$ cat src/rtl/i2cbr_pkg.sv
// ----------------------------------------------------------------------------
// i2cbr_pkg: shared types and constants for the I2C bus recovery sequencer
// Configuration record, result word type, register indexes and reset values.
// ----------------------------------------------------------------------------
`default_nettype none

package i2cbr_pkg;

    localparam int unsigned CFG_DATA_W  = 32;
    localparam int unsigned CFG_INDEX_W = 3;

    // Register indexes on the configuration port
    localparam logic [CFG_INDEX_W-1:0] REG_SETTLE_TICKS   = 3'd0;
    localparam logic [CFG_INDEX_W-1:0] REG_HALF_PERIOD    = 3'd1;
    localparam logic [CFG_INDEX_W-1:0] REG_POLL_INTERVAL  = 3'd2;
    localparam logic [CFG_INDEX_W-1:0] REG_POLL_LIMIT     = 3'd3;
    localparam logic [CFG_INDEX_W-1:0] REG_PULSE_LIMIT    = 3'd4;

    // Reset values of the registers
    localparam logic [31:0] RST_SETTLE_TICKS  = 32'd2500;
    localparam logic [15:0] RST_HALF_PERIOD   = 16'd10;
    localparam logic [31:0] RST_POLL_INTERVAL = 32'd100;
    localparam logic [4:0]  RST_POLL_LIMIT    = 5'd20;
    localparam logic [4:0]  RST_PULSE_LIMIT   = 5'd20;

    // Input word op codes
    localparam logic OP_START = 1'b0;
    localparam logic OP_TICK  = 1'b1;

    // Result codes
    localparam logic [1:0] CODE_OK          = 2'd0;
    localparam logic [1:0] CODE_SCL_STUCK   = 2'd1;
    localparam logic [1:0] CODE_STRETCH_TMO = 2'd2;
    localparam logic [1:0] CODE_SDA_STUCK   = 2'd3;

    typedef struct packed {
        logic [31:0] settle_ticks;
        logic [15:0] half_period_ticks;
        logic [31:0] poll_interval_ticks;
        logic [4:0]  poll_limit;
        logic [4:0]  pulse_limit;
    } t_cfg;

    typedef struct packed {
        logic       scl_drive_low;
        logic       sda_drive_low;
        logic       pullups_on;
        logic       busy_res;
        logic       done_res;
        logic [1:0] result_code;
    } t_res;

endpackage

`default_nettype wire

$ cat src/rtl/i2cbr_in_if.sv
// ----------------------------------------------------------------------------
// i2cbr_in_if: input channel of the recovery sequencer
// One word per tick or start command, with the sampled line levels.
// ----------------------------------------------------------------------------
`default_nettype none

interface i2cbr_in_if;
    logic valid;
    logic ready;
    logic op;
    logic scl_level;
    logic sda_level;

    modport source (output valid, output op, output scl_level, output sda_level,
                    input ready);
    modport sink   (input valid, input op, input scl_level, input sda_level,
                    output ready);
endinterface

`default_nettype wire

$ cat src/rtl/i2cbr_out_if.sv
// ----------------------------------------------------------------------------
// i2cbr_out_if: result channel of the recovery sequencer
// One word per accepted input word: line drives, status and result code.
// ----------------------------------------------------------------------------
`default_nettype none

interface i2cbr_out_if;
    logic       valid;
    logic       ready;
    logic       scl_drive_low;
    logic       sda_drive_low;
    logic       pullups_on;
    logic       busy_res;
    logic       done_res;
    logic [1:0] result_code;

    modport source (output valid, output scl_drive_low, output sda_drive_low,
                    output pullups_on, output busy_res, output done_res,
                    output result_code, input ready);
    modport sink   (input valid, input scl_drive_low, input sda_drive_low,
                    input pullups_on, input busy_res, input done_res,
                    input result_code, output ready);
endinterface

`default_nettype wire

$ cat src/rtl/i2cbr_cfg.sv
// ----------------------------------------------------------------------------
// i2cbr_cfg: configuration register file
// Five write-only registers, loaded from a plain write port.
// ----------------------------------------------------------------------------
`default_nettype none

module i2cbr_cfg
    import i2cbr_pkg::*;
(
    input  wire logic                   i_clk,
    input  wire logic                   i_rst_n,
    input  wire logic                   i_cfg_wr_en,
    input  wire logic [CFG_INDEX_W-1:0] i_cfg_index,
    input  wire logic [CFG_DATA_W-1:0]  i_cfg_wdata,
    output t_cfg                        o_cfg
);

    t_cfg r_cfg;

    always_ff @(posedge i_clk) begin
        if (!i_rst_n) begin
            r_cfg.settle_ticks        <= RST_SETTLE_TICKS;
            r_cfg.half_period_ticks   <= RST_HALF_PERIOD;
            r_cfg.poll_interval_ticks <= RST_POLL_INTERVAL;
            r_cfg.poll_limit          <= RST_POLL_LIMIT;
            r_cfg.pulse_limit         <= RST_PULSE_LIMIT;
        end else if (i_cfg_wr_en) begin
            unique case (i_cfg_index)
                REG_SETTLE_TICKS:  r_cfg.settle_ticks        <= i_cfg_wdata;
                REG_HALF_PERIOD:   r_cfg.half_period_ticks   <= i_cfg_wdata[15:0];
                REG_POLL_INTERVAL: r_cfg.poll_interval_ticks <= i_cfg_wdata;
                REG_POLL_LIMIT:    r_cfg.poll_limit          <= i_cfg_wdata[4:0];
                REG_PULSE_LIMIT:   r_cfg.pulse_limit         <= i_cfg_wdata[4:0];
                default: ;
            endcase
        end
    end

    assign o_cfg = r_cfg;

endmodule

`default_nettype wire

$ cat src/rtl/i2cbr_core.sv
// ----------------------------------------------------------------------------
// i2cbr_core: recovery state machine with result register
// Updates the sequence state once per accepted word and registers the result.
// ----------------------------------------------------------------------------
`default_nettype none

module i2cbr_core
    import i2cbr_pkg::*;
(
    input  wire logic i_clk,
    input  wire logic i_rst_n,
    input  wire t_cfg i_cfg,
    input  wire logic i_in_valid,
    output logic      o_in_ready,
    input  wire logic i_op,
    input  wire logic i_scl_level,
    input  wire logic i_sda_level,
    output logic      o_res_valid,
    input  wire logic i_res_ready,
    output t_res      o_res
);

    typedef enum logic [2:0] {
        PH_IDLE,
        PH_SETTLE,
        PH_PULSE_LOW,
        PH_PULSE_HIGH,
        PH_POLL,
        PH_STOP_LOW,
        PH_STOP_REL
    } t_phase;

    t_phase      r_phase,  n_phase;
    logic [31:0] r_tick,   n_tick;
    logic [4:0]  r_pulses, n_pulses;
    logic [4:0]  r_polls,  n_polls;
    logic [1:0]  r_code,   n_code;
    logic        r_res_valid;
    t_res        r_res,    n_res;
    logic        w_accept;

    // The result register frees itself as it is read
    assign o_in_ready = !r_res_valid || i_res_ready;
    assign w_accept   = i_in_valid && o_in_ready;

    always_comb begin
        logic        wait_done;
        logic        chk_sda;
        logic        done;
        logic [31:0] half_ext;
        logic        busy;

        n_phase   = r_phase;
        n_tick    = r_tick;
        n_pulses  = r_pulses;
        n_polls   = r_polls;
        n_code    = r_code;
        chk_sda   = 1'b0;
        done      = 1'b0;
        half_ext  = {16'd0, i_cfg.half_period_ticks};
        wait_done = (r_tick <= 32'd1);

        if (i_op == OP_START) begin
            n_phase  = PH_SETTLE;
            n_tick   = i_cfg.settle_ticks;
            n_pulses = '0;
            n_polls  = '0;
        end else begin
            if (r_phase != PH_IDLE) begin
                n_tick = wait_done ? 32'd0 : r_tick - 32'd1;
            end
            unique case (r_phase)
                PH_SETTLE: begin
                    if (wait_done) begin
                        if (!i_scl_level) begin
                            n_phase = PH_IDLE;
                            n_code  = CODE_SCL_STUCK;
                            done    = 1'b1;
                        end else begin
                            n_pulses = i_cfg.pulse_limit;
                            chk_sda  = 1'b1;
                        end
                    end
                end
                PH_PULSE_LOW: begin
                    if (wait_done) begin
                        n_phase = PH_PULSE_HIGH;
                        n_tick  = half_ext;
                    end
                end
                PH_PULSE_HIGH: begin
                    if (wait_done) begin
                        if (!i_scl_level) begin
                            n_polls = i_cfg.poll_limit;
                            if (i_cfg.poll_limit == 5'd0) begin
                                n_phase = PH_IDLE;
                                n_code  = CODE_STRETCH_TMO;
                                done    = 1'b1;
                            end else begin
                                n_phase = PH_POLL;
                                n_tick  = i_cfg.poll_interval_ticks;
                            end
                        end else begin
                            chk_sda = 1'b1;
                        end
                    end
                end
                PH_POLL: begin
                    if (wait_done) begin
                        n_polls = r_polls - 5'd1;
                        if (i_scl_level) begin
                            chk_sda = 1'b1;
                        end else if (n_polls == 5'd0) begin
                            n_phase = PH_IDLE;
                            n_code  = CODE_STRETCH_TMO;
                            done    = 1'b1;
                        end else begin
                            n_tick = i_cfg.poll_interval_ticks;
                        end
                    end
                end
                PH_STOP_LOW: begin
                    if (wait_done) begin
                        n_phase = PH_STOP_REL;
                        n_tick  = half_ext;
                    end
                end
                PH_STOP_REL: begin
                    if (wait_done) begin
                        n_phase = PH_IDLE;
                        n_code  = CODE_OK;
                        done    = 1'b1;
                    end
                end
                default: begin
                    // idle, or an unused code: drop to idle
                    n_phase = PH_IDLE;
                end
            endcase

            // SDA decision: clock again, give up, or form the STOP
            if (chk_sda) begin
                if (!i_sda_level) begin
                    if (n_pulses != 5'd0) begin
                        n_pulses = n_pulses - 5'd1;
                        n_phase  = PH_PULSE_LOW;
                        n_tick   = half_ext;
                    end else begin
                        n_phase = PH_IDLE;
                        n_code  = CODE_SDA_STUCK;
                        done    = 1'b1;
                    end
                end else begin
                    n_phase = PH_STOP_LOW;
                    n_tick  = half_ext;
                end
            end
        end

        busy                = (n_phase != PH_IDLE);
        n_res.scl_drive_low = (n_phase == PH_PULSE_LOW);
        n_res.sda_drive_low = (n_phase == PH_STOP_LOW);
        n_res.pullups_on    = busy || (n_code != CODE_OK);
        n_res.busy_res      = busy;
        n_res.done_res      = done;
        n_res.result_code   = n_code;
    end

    always_ff @(posedge i_clk) begin
        if (!i_rst_n) begin
            r_phase     <= PH_IDLE;
            r_tick      <= '0;
            r_pulses    <= '0;
            r_polls     <= '0;
            r_code      <= CODE_OK;
            r_res_valid <= 1'b0;
        end else begin
            if (w_accept) begin
                r_phase  <= n_phase;
                r_tick   <= n_tick;
                r_pulses <= n_pulses;
                r_polls  <= n_polls;
                r_code   <= n_code;
                r_res    <= n_res;
            end
            if (w_accept) begin
                r_res_valid <= 1'b1;
            end else if (i_res_ready) begin
                r_res_valid <= 1'b0;
            end
        end
    end

    assign o_res_valid = r_res_valid;
    assign o_res       = r_res;

endmodule

`default_nettype wire

$ cat src/rtl/i2c_bus_recovery_sequencer.sv
// ----------------------------------------------------------------------------
// i2c_bus_recovery_sequencer: I2C bus clear sequencer
// Frees a hung bus by clocking SCL until SDA releases, then issues a STOP.
//
//   channel   dir  word contents                                   handshake
//   i_in_ch   in   op, scl_level, sda_level                        valid/ready
//   o_out_ch  out  scl/sda drive, pullups, busy, done, code        valid/ready
//   i_cfg_*   in   register index, 32-bit write data               write enable
//
// One word per cycle while results are read: each accepted word updates the
// sequence state and its result appears in the result register the next cycle.
// A stalled result register still takes a new word when it is read in the
// same cycle; otherwise the input waits.
// Reset clears the state to idle, result code 0 and register defaults.
// ----------------------------------------------------------------------------
`default_nettype none

module i2c_bus_recovery_sequencer
    import i2cbr_pkg::*;
(
    input  wire logic                   i_clk,
    input  wire logic                   i_rst_n,
    i2cbr_in_if.sink                    i_in_ch,
    i2cbr_out_if.source                 o_out_ch,
    input  wire logic                   i_cfg_wr_en,
    input  wire logic [CFG_INDEX_W-1:0] i_cfg_index,
    input  wire logic [CFG_DATA_W-1:0]  i_cfg_wdata
);

    t_cfg w_cfg;
    t_res w_res;
    logic w_in_ready;
    logic w_res_valid;

    i2cbr_cfg u_cfg (
        .i_clk       (i_clk),
        .i_rst_n     (i_rst_n),
        .i_cfg_wr_en (i_cfg_wr_en),
        .i_cfg_index (i_cfg_index),
        .i_cfg_wdata (i_cfg_wdata),
        .o_cfg       (w_cfg)
    );

    i2cbr_core u_core (
        .i_clk       (i_clk),
        .i_rst_n     (i_rst_n),
        .i_cfg       (w_cfg),
        .i_in_valid  (i_in_ch.valid),
        .o_in_ready  (w_in_ready),
        .i_op        (i_in_ch.op),
        .i_scl_level (i_in_ch.scl_level),
        .i_sda_level (i_in_ch.sda_level),
        .o_res_valid (w_res_valid),
        .i_res_ready (o_out_ch.ready),
        .o_res       (w_res)
    );

    assign i_in_ch.ready          = w_in_ready;
    assign o_out_ch.valid         = w_res_valid;
    assign o_out_ch.scl_drive_low = w_res.scl_drive_low;
    assign o_out_ch.sda_drive_low = w_res.sda_drive_low;
    assign o_out_ch.pullups_on    = w_res.pullups_on;
    assign o_out_ch.busy_res      = w_res.busy_res;
    assign o_out_ch.done_res      = w_res.done_res;
    assign o_out_ch.result_code   = w_res.result_code;

endmodule

`default_nettype wire

$ cat src/flat_wrapper.sv
// flat-port wrapper written by rule: the top's interface ports become plain ports
module i2c_bus_recovery_sequencer_flat import i2cbr_pkg::*;
  (i_clk, i_rst_n, i_cfg_wr_en, i_cfg_index, i_cfg_wdata, i_in_ch_valid, i_in_ch_op, i_in_ch_scl_level, i_in_ch_sda_level, i_in_ch_ready, o_out_ch_valid, o_out_ch_scl_drive_low, o_out_ch_sda_drive_low, o_out_ch_pullups_on, o_out_ch_busy_res, o_out_ch_done_res, o_out_ch_result_code, o_out_ch_ready);
  i2cbr_in_if i_in_ch_i ();
  i2cbr_out_if o_out_ch_i ();
  input  wire logic i_clk;
  input  wire logic i_rst_n;
  input  wire logic i_cfg_wr_en;
  input  wire logic [CFG_INDEX_W-1:0] i_cfg_index;
  input  wire logic [CFG_DATA_W-1:0] i_cfg_wdata;
  input wire logic [$bits(i_in_ch_i.valid)-1:0] i_in_ch_valid;
  input wire logic [$bits(i_in_ch_i.op)-1:0] i_in_ch_op;
  input wire logic [$bits(i_in_ch_i.scl_level)-1:0] i_in_ch_scl_level;
  input wire logic [$bits(i_in_ch_i.sda_level)-1:0] i_in_ch_sda_level;
  output wire logic [$bits(i_in_ch_i.ready)-1:0] i_in_ch_ready;
  output wire logic [$bits(o_out_ch_i.valid)-1:0] o_out_ch_valid;
  output wire logic [$bits(o_out_ch_i.scl_drive_low)-1:0] o_out_ch_scl_drive_low;
  output wire logic [$bits(o_out_ch_i.sda_drive_low)-1:0] o_out_ch_sda_drive_low;
  output wire logic [$bits(o_out_ch_i.pullups_on)-1:0] o_out_ch_pullups_on;
  output wire logic [$bits(o_out_ch_i.busy_res)-1:0] o_out_ch_busy_res;
  output wire logic [$bits(o_out_ch_i.done_res)-1:0] o_out_ch_done_res;
  output wire logic [$bits(o_out_ch_i.result_code)-1:0] o_out_ch_result_code;
  input wire logic [$bits(o_out_ch_i.ready)-1:0] o_out_ch_ready;
  assign i_in_ch_i.valid = i_in_ch_valid;
  assign i_in_ch_i.op = i_in_ch_op;
  assign i_in_ch_i.scl_level = i_in_ch_scl_level;
  assign i_in_ch_i.sda_level = i_in_ch_sda_level;
  assign i_in_ch_ready = i_in_ch_i.ready;
  assign o_out_ch_valid = o_out_ch_i.valid;
  assign o_out_ch_scl_drive_low = o_out_ch_i.scl_drive_low;
  assign o_out_ch_sda_drive_low = o_out_ch_i.sda_drive_low;
  assign o_out_ch_pullups_on = o_out_ch_i.pullups_on;
  assign o_out_ch_busy_res = o_out_ch_i.busy_res;
  assign o_out_ch_done_res = o_out_ch_i.done_res;
  assign o_out_ch_result_code = o_out_ch_i.result_code;
  assign o_out_ch_i.ready = o_out_ch_ready;
  i2c_bus_recovery_sequencer u_core (.i_clk(i_clk), .i_rst_n(i_rst_n), .i_in_ch(i_in_ch_i), .o_out_ch(o_out_ch_i), .i_cfg_wr_en(i_cfg_wr_en), .i_cfg_index(i_cfg_index), .i_cfg_wdata(i_cfg_wdata));
endmodule
$ cat config.mk
export PLATFORM = sky130hd
export DESIGN_NAME = i2c_bus_recovery_sequencer_flat
export DESIGN_NICKNAME = d
export VERILOG_FILES = /design/src/rtl/i2cbr_pkg.sv /design/src/rtl/i2cbr_in_if.sv /design/src/rtl/i2cbr_out_if.sv /design/src/rtl/i2cbr_cfg.sv /design/src/rtl/i2cbr_core.sv /design/src/rtl/i2c_bus_recovery_sequencer.sv /design/src/flat_wrapper.sv
export SDC_FILE = /design/constraint.sdc
export NUM_CORES = 1
export LEC_CHECK = 0
export ABC_CLOCK_PERIOD_IN_PS = 10900
export BUFFER_PORTS_ARGS = -buffer_cell sky130_fd_sc_hd__buf_4
export CAP_MARGIN = 30
export CORE_ASPECT_RATIO = 0.9
export CORE_MARGIN = 1
export CORE_UTILIZATION = 65
export DETAILED_ROUTE_END_ITERATION = 8
export PLACE_DENSITY = 0.94
export SLEW_MARGIN = 10
export SYNTH_ARGS = -nofsm -noshare
export SYNTH_HDL_FRONTEND = slang
export SYNTH_HIERARCHICAL = 1
export SYNTH_SLANG_ARGS = --single-unit
export TNS_END_PERCENT = 10
$ cat constraint.sdc
create_clock -name i_clk -period 10.9 [get_ports i_clk]
set_input_delay 2.18 -clock i_clk [delete_from_list [all_inputs] [get_ports i_clk]]
set_output_delay 2.18 -clock i_clk [all_outputs]
set_load 0.01 [all_outputs]
==> reports/qor.csv, run 1 <==
metric,value,unit
deepest clock path buffer count,2,
Syn. warnings,6,
GRT Residual Overflow,0,
Final setup viols,0,
area grow syn2layout,12.6,%
CTS Hold Buffers Added,0,
area of the mapped netlist,7840,sq um
R2R depth,13,
Area after DPL,8200,sq um
Worst Hold End,u_core/u_cfg/o_cfg[80]$_SDFFE_PN0P_,
R2R Setup Slk,6.56,ns
worst hold margin,0.454,ns
largest net degree at the start of global routing,99,
WL final,21500,um
Total Nets Final,993,
Hold Path Origin,u_core/u_cfg/o_cfg[80]$_SDFFE_PN0P_,
"Clk pin slew, worst setup/hold paths",0.06,ns
first-pass GRT wire length,34000,um
Slew Limit Fails,0,
Setup Buffers After CTS,0,
gr usage total,34.1,%
starting density of the core,67.8,%
Max Clock Freq,202,MHz
worst hold path class,reg -> reg,
drt pass-1 iters,7,
CTS HTree Levels,4,
Synth cell types,76,
Routability Congestion,0.915,
Lkg Pwr,3.56,nW
drt drc,0,
unrepaired setup endpoints after global routing,no,
Critical Path AT,5.29,ns
Root Driver,clkbuf_16,
total CTS buffers,17,
Hold Crit Depth,2,
DIE WIDTH,118,um
Setup Skew,0.00779,ns
DR vias/cell,6.67,
most frequent cells in the layout,"nand2_1 (156), dfxtp_1 (138), mux2i_1 (98)",
Finished Cell Area,8840,sq um
outcome,"complete, no violations",
final setup TNS,0,ns
placed instance count,1079,
Slew headroom,39.1,%
WP data required,11.25,ns
post-route ant nets,0,
"Seq/Total Area, Yosys",37.9,%
Die Height,106,um
startpoint types,primary input,
Core Box Area,11600,sq um
crit end category,flop,
layout cells sized above 1,11.9,%
R2R Path End,u_core/u_core/r_tick[23]$_SDFFE_PN0P_,
vias in the first global route,6952,
Slew @ Worst Pin,0.914,ns
DIE AREA,12500,sq um
classification of the worst setup path,in -> reg,
ant diodes,0,
syn_nets,980,
clock latency reported for the late side of the worst-skew pair,0.43,ns
FP Rows,37,
dominant synthesized flop cell,dfxtp_1,
synthesized flop and latch total,145,
clk sink count,145,
"commonest non-fill, non-tap cell in the layout",nand2_1,
IO Count,52,
"Avg Cell Area, Syn",8.43,sq um
CTS tree,done,
worst vdd ir,116,uV
endpoints failing hold,0,
wire length per cell,19.3,um
Post-synth EDFFs,7,
quantity of gates resized following cts,0,
asr flop ratio synth,0,%
pwr dens,152,nW/um^2
initial antenna violation count,0,
DR iter-0 viols,1003,
Finished Layout Cells,1113,
Cells after Synth,931,
vias,7428,
crit path max fanout,17,
reg-to-reg startpoint,u_core/u_core/r_tick[12]$_SDFFE_PN0P_,
max_cap viols,0,
final worst-path cycle share,45.3,%
HPWL after DPL,13100,um
PortBufs,51,
Final Critical Period,4.94,ns
==> state kept, by name, indices dropped and copies added (netlist names) <==
| name | cells |
|---|---|
| u_core/u_cfg/o_cfg | 90 |
| u_core/u_core/o_res | 7 |
| u_core/u_core/o_res_valid | 1 |
| u_core/u_core/r_code | 2 |
| u_core/u_core/r_phase | 3 |
| u_core/u_core/r_polls | 5 |
| u_core/u_core/r_pulses | 5 |
| u_core/u_core/r_tick | 32 |
==> stage by stage <==
| stage | power, mW | utilization (%) | worst slack, ns |
|---|---|---|---|
| CTS | 1.33 | 76.2 | 5.78 |
| detailed placement | 0.732 | 70.9 | 5.39 |
| floorplan | 0.686 | - | 6.23 |
| global route | 1.38 | 76.3 | 5.84 |
| global placement | 0.727 | 70.7 | 5.55 |
| finish | 1.34 | 76.3 | 5.96 |
==> worst max-delay path by stage <==
stage,startpoint,to,slack (ns),cells past startpoint
after floorplan,i_in_ch_scl_level,u_core/u_core/o_res[4]$_DFFE_PP_,6.23,12
after global placement,i_in_ch_scl_level,u_core/u_core/r_tick[25]$_SDFFE_PN0P_,5.55,11
after detailed placement,i_in_ch_scl_level,u_core/u_core/r_tick[23]$_SDFFE_PN0P_,5.39,11
after CTS,i_in_ch_scl_level,u_core/u_core/r_tick[23]$_SDFFE_PN0P_,5.78,11
after global routing,i_in_ch_scl_level,u_core/u_core/r_tick[23]$_SDFFE_PN0P_,5.84,12
final,i_in_ch_scl_level,u_core/u_core/r_tick[23]$_SDFFE_PN0P_,5.96,12
==> report_power, final <==
group          leakage, nW  switching (mW)  total (mW)  internal, mW
logic                 2.08          0.0978       0.160        0.0627
registers             1.19          0.0187       0.571         0.552
clock network        0.293           0.227       0.611         0.384
total                 3.56           0.343        1.34         0.999
==> logic make-up (layout without fill, tap and decap cells) <==
family | Yosys count | count (layout) | share of synthesized area (%)
xor+xnor | 29 | 29 | 3.24
mux | 100 | 100 | 12.8
buf+inv | 84 | 110 | 4.93
fa+ha+maj | 6 | 6 | 0.957
compound gates | 214 | 214 | 17.6
simple gates | 353 | 353 | 22.5
flops | 145 | 145 | 37.9
==> per-layer routing <==
layer	vias to the layer above	routed length [um]	GRT usage, %
met5	-	0	0
met4	0	736	17.9
met3	98	2020	8.37
met2	482	10000	53.9
met1	3456	8780	43.1
li1	3392	-	-
==> final cells by class <==
cell class / instances / area [sq um]
flip-flops and latches: 145 / 2970
well taps: 156 / 195
clock inverters: 8 / 126
clock buffers: 24 / 492
multi-input cells: 702 / 4500
inverters: 12 / 45.0
fillers: 786 / 2740
repair buffers: 66 / 503
==> cells in the mapped netlist, types with 9 or more instances <==
cell type	number	area share, %
xnor2_1	10	1.1
nor3_1	28	1.8
a31oi_1	20	1.6
a22oi_1	10	0.96
clkbuf_1	50	2.4
nor2b_1	27	2.2
nand2_1	156	7.5
xor2_1	19	2.1
a21oi_1	51	3.3
and3_1	13	1.0
mux2i_1	98	13
nor4_1	12	0.96
buf_2	9	0.57
inv_1	11	0.53
nand3_1	17	1.1
or3_1	12	0.96
dfxtp_1	138	35
nor2_1	42	2.0
o21ai_0	52	3.3
==> critical path, stage by stage <==
cell       delay [ns]
buf_4            0.20
nand4bb_1        0.36
nor2_2           0.37
mux2i_1          0.31
ha_1             0.21
nor2b_1          0.19
a21o_1           0.23
nor2_1           0.14
nor2_1           0.42
buf_4            0.28
nand2_1          0.18
o22ai_1          0.21
Power figures use the tool's default switching activity.
==> run 2, diff against run 1 <==
ABC_AREA = 1   (was default)
ABC_CLOCK_PERIOD_IN_PS = 5000   (was 10900)
CORE_UTILIZATION = 61   (was 65)
PLACE_DENSITY = 0.89   (was 0.94)
clock period = 5 ns   (was 10.9 ns; I/O delays follow)
==> reports/qor.csv, run 2 <==
metric,value,unit,change
asr flop ratio synth,0,%,unchanged
pwr dens,317,nW/um^2,+110%
Slew @ Worst Pin,0.938,ns,+0.0239 ns
total power after layout,2.92,mW,+120%
Syn. warnings,6,,unchanged
Total Nets Final,1368,,+38%
Synth area leader,dfxtp_1,,
"Clk pin slew, worst setup/hold paths",0.06,ns,about the same
FP Rows,40,,+8.1%
Lkg Pwr,4.25,nW,+20%
"commonest non-fill, non-tap cell in the layout",nand2_1,,
Slew headroom,37.3,%,-1.7 points
Setup Skew,0.00738,ns,-0.000417 ns
unrepaired setup endpoints after global routing,no,,
GRT Residual Overflow,0,,unchanged
Synth top cells by count,"nand2_1 (323), nor2_1 (221), nand3_1 (147), dfxtp_1 (138), inv_1 (122)",,
HPWL after DPL,15000,um,+14%
clock latency reported for the late side of the worst-skew pair,0.43,ns,about the same
DIE WIDTH,125,um,+6.0%
Hold Path Origin,u_core/u_core/r_pulses[0]$_SDFFE_PN0P_,,
delay of the slowest cell on the worst path,0.34,ns,-0.08 ns
DR vias/cell,5.72,,-14%
CP cell instances,inv_1 > ha_1 > inv_1 > nand2_1 > nand2_1 > nor2_1 > nand2_1 > nor2_4 > nand3_4 > nand2_1 > o21ai_0 > inv_1 > ha_1 > inv_1 > nor2_2 > nand2_4 > nand2_4 > nand3_1 > nand2_1 > nand3_1 > nand2_1 > inv_1,,
Post-synth EDFFs,7,,unchanged
wire length per cell,15.2,um,-22%
top-count cell post-synth,nand2_1,,
WP data required,5.33,ns,-5.92 ns
Slew Limit Fails,0,,unchanged
Die Height,113,um,+6.0%
syn_nets,1353,,+38%
area of the mapped netlist,8290,sq um,+5.6%
deepest clock path buffer count,2,,unchanged
crit end category,flop,,
Critical Path AT,3.41,ns,-1.88 ns
area grow syn2layout,11.1,%,
fin util,69.1,%,-7.2 points
DIE AREA,14100,sq um,+12%
classification of the worst setup path,reg -> reg,,
Cells after Synth,1304,,+40%
worst hold path class,reg -> reg,,
cell mode on critical path,nand2_1,,
Setup Buffers After CTS,0,,unchanged
Synth area leaders,"dfxtp_1 (33%), nand2_1 (15%), nor2_1 (10%), nand3_1 (8.9%), inv_1 (5.5%)",,
final setup TNS,0,ns,unchanged
"Avg Cell Area, Syn",6.35,sq um,-25%
total CTS buffers,17,,unchanged
initial antenna violation count,0,,unchanged
post-synth top area share,33.3,%,-1.9 points
clk sink count,145,,unchanged
Buf/Inv on CP,5,,+3
CTS Hold Buffers Added,0,,unchanged
vias,8578,,+15%
CTS HTree Levels,4,,unchanged
crit path max fanout,11,,-6
"Seq/Total Area, Yosys",35.9,%,-2.0 points
gr usage total,32.7,%,-1.4 points
CTS tree,done,,
worst vdd ir,263,uV,+130%
post-route ant nets,0,,unchanged
largest net degree at the start of global routing,84,,-15%
ant diodes,0,,unchanged
worst setup path start,u_core/u_core/r_tick[0]$_SDFFE_PN0P_,,
Core Box Area,13300,sq um,+15%
layout cells sized above 1,10.6,%,-1.3 points
drt pass-1 iters,8,,+1
Root Driver,clkbuf_16,,
max reg flops,90,,unchanged
drt drc,6,,+6
DR iter-0 viols,1132,,+13%
outcome,"complete, but fails checks",,
reg-to-reg startpoint,u_core/u_core/r_tick[0]$_SDFFE_PN0P_,,
Routability Congestion,0.935,,+2.2%
PortBufs,51,,unchanged
starting density of the core,62.2,%,-5.5 points
"CP delay by family, top",simple AND/OR/NAND/NOR gates,,
first-pass GRT wire length,36700,um,+8.0%
dominant synthesized flop cell,dfxtp_1,,
synthesized flop and latch total,145,,unchanged
WL final,22800,um,+5.7%
Final Critical Period,3.09,ns,
max_cap viols,0,,unchanged
startpoint types,flop,,
final worst-path cycle share,61.7,%,
Max Clock Freq,324,MHz,
quantity of gates resized following cts,0,,unchanged
vias in the first global route,7565,,+8.8%
endpoints failing hold,0,,unchanged
critical path's slowest cell,dfxtp_1,,
Synth cell types,41,,-46%
IO Count,52,,unchanged
Final setup viols,0,,unchanged
failing checks,DRC,,
most frequent cells in the layout,"nand2_1 (323), nor2_1 (219), nand3_1 (147)",,
-- run 2: cell count changes in the layout (fill, tap and decap cells not counted), moves of 13 or more --
cell,delta
nor2_2,+14
nand3_1,+130
a21oi_1,+36
nand2_1,+167
nor3_1,-14
and3_1,-13
nor2b_1,-27
mux2i_1,-98
nor2_1,+177
inv_1,+111
a31oi_1,-19
-- run 2: area by class of cell --
cell class	count	area (sq um)
repair buffers	59	463
fillers	1111	4110
well taps	168	210
multi-input cells	966	4520
flip-flops and latches	145	2970
clock buffers	20	468
clock inverters	12	78.8
inverters	130	488
-- run 2: worst min-delay path, stage by stage (launching register included) --
cell and delay, ns:
dfxtp_1 0.31, nand2_1 0.06, a21oi_1 0.05
-- run 2: kinds of logic after synthesis --
family | share of synthesized area (%)
simple gates | 39.3
buf+inv | 9.77
compound gates | 11.4
flops | 35.9
xor+xnor | 2.75
fa+ha+maj | 0.906
-- run 2: where the power goes --
group / switching (mW) / internal, mW
clock: 0.511 / 0.676
combinational: 0.298 / 0.162
sequential: 0.0484 / 1.22
total: 0.858 / 2.06
-- run 2: path summary, 6_finish.rpt --
kind / end / slack [ns] / depth (start not counted)
worst min register to register: u_core/u_core/r_pulses[0]$_SDFFE_PN0P_ / 0.48 / 2
worst max register to register: u_core/u_core/r_tick[0]$_SDFFE_PN0P_ / 1.91 / 22
worst max-delay path: u_core/u_core/r_tick[0]$_SDFFE_PN0P_ / 1.91 / 22
worst min-delay path: u_core/u_core/r_pulses[0]$_SDFFE_PN0P_ / 0.48 / 2
-- run 2: routing by layer --
layer  wire [um]  global-route usage (%)
met3        2130                    7.86
met2       10200                    51.4
met4         495                    11.4
met5           0                       0
met1        9890                    44.1
-- run 2: through the flow --
step / worst slack (ns) / std cells / area (sq um) / hold WS (ns)
3_3_place_gp: 2.17 / 1467 / 8630 / 0.459
4_1_cts: 1.93 / 1499 / 9180 / 0.469
5_1_grt: 1.62 / 1500 / 9210 / 0.489
3_5_place_dp: 1.97 / 1467 / 8630 / 0.460
2_1_floorplan: 2.42 / 1304 / 8290 / 0.442
6_report: 1.91 / 1500 / 9210 / 0.477
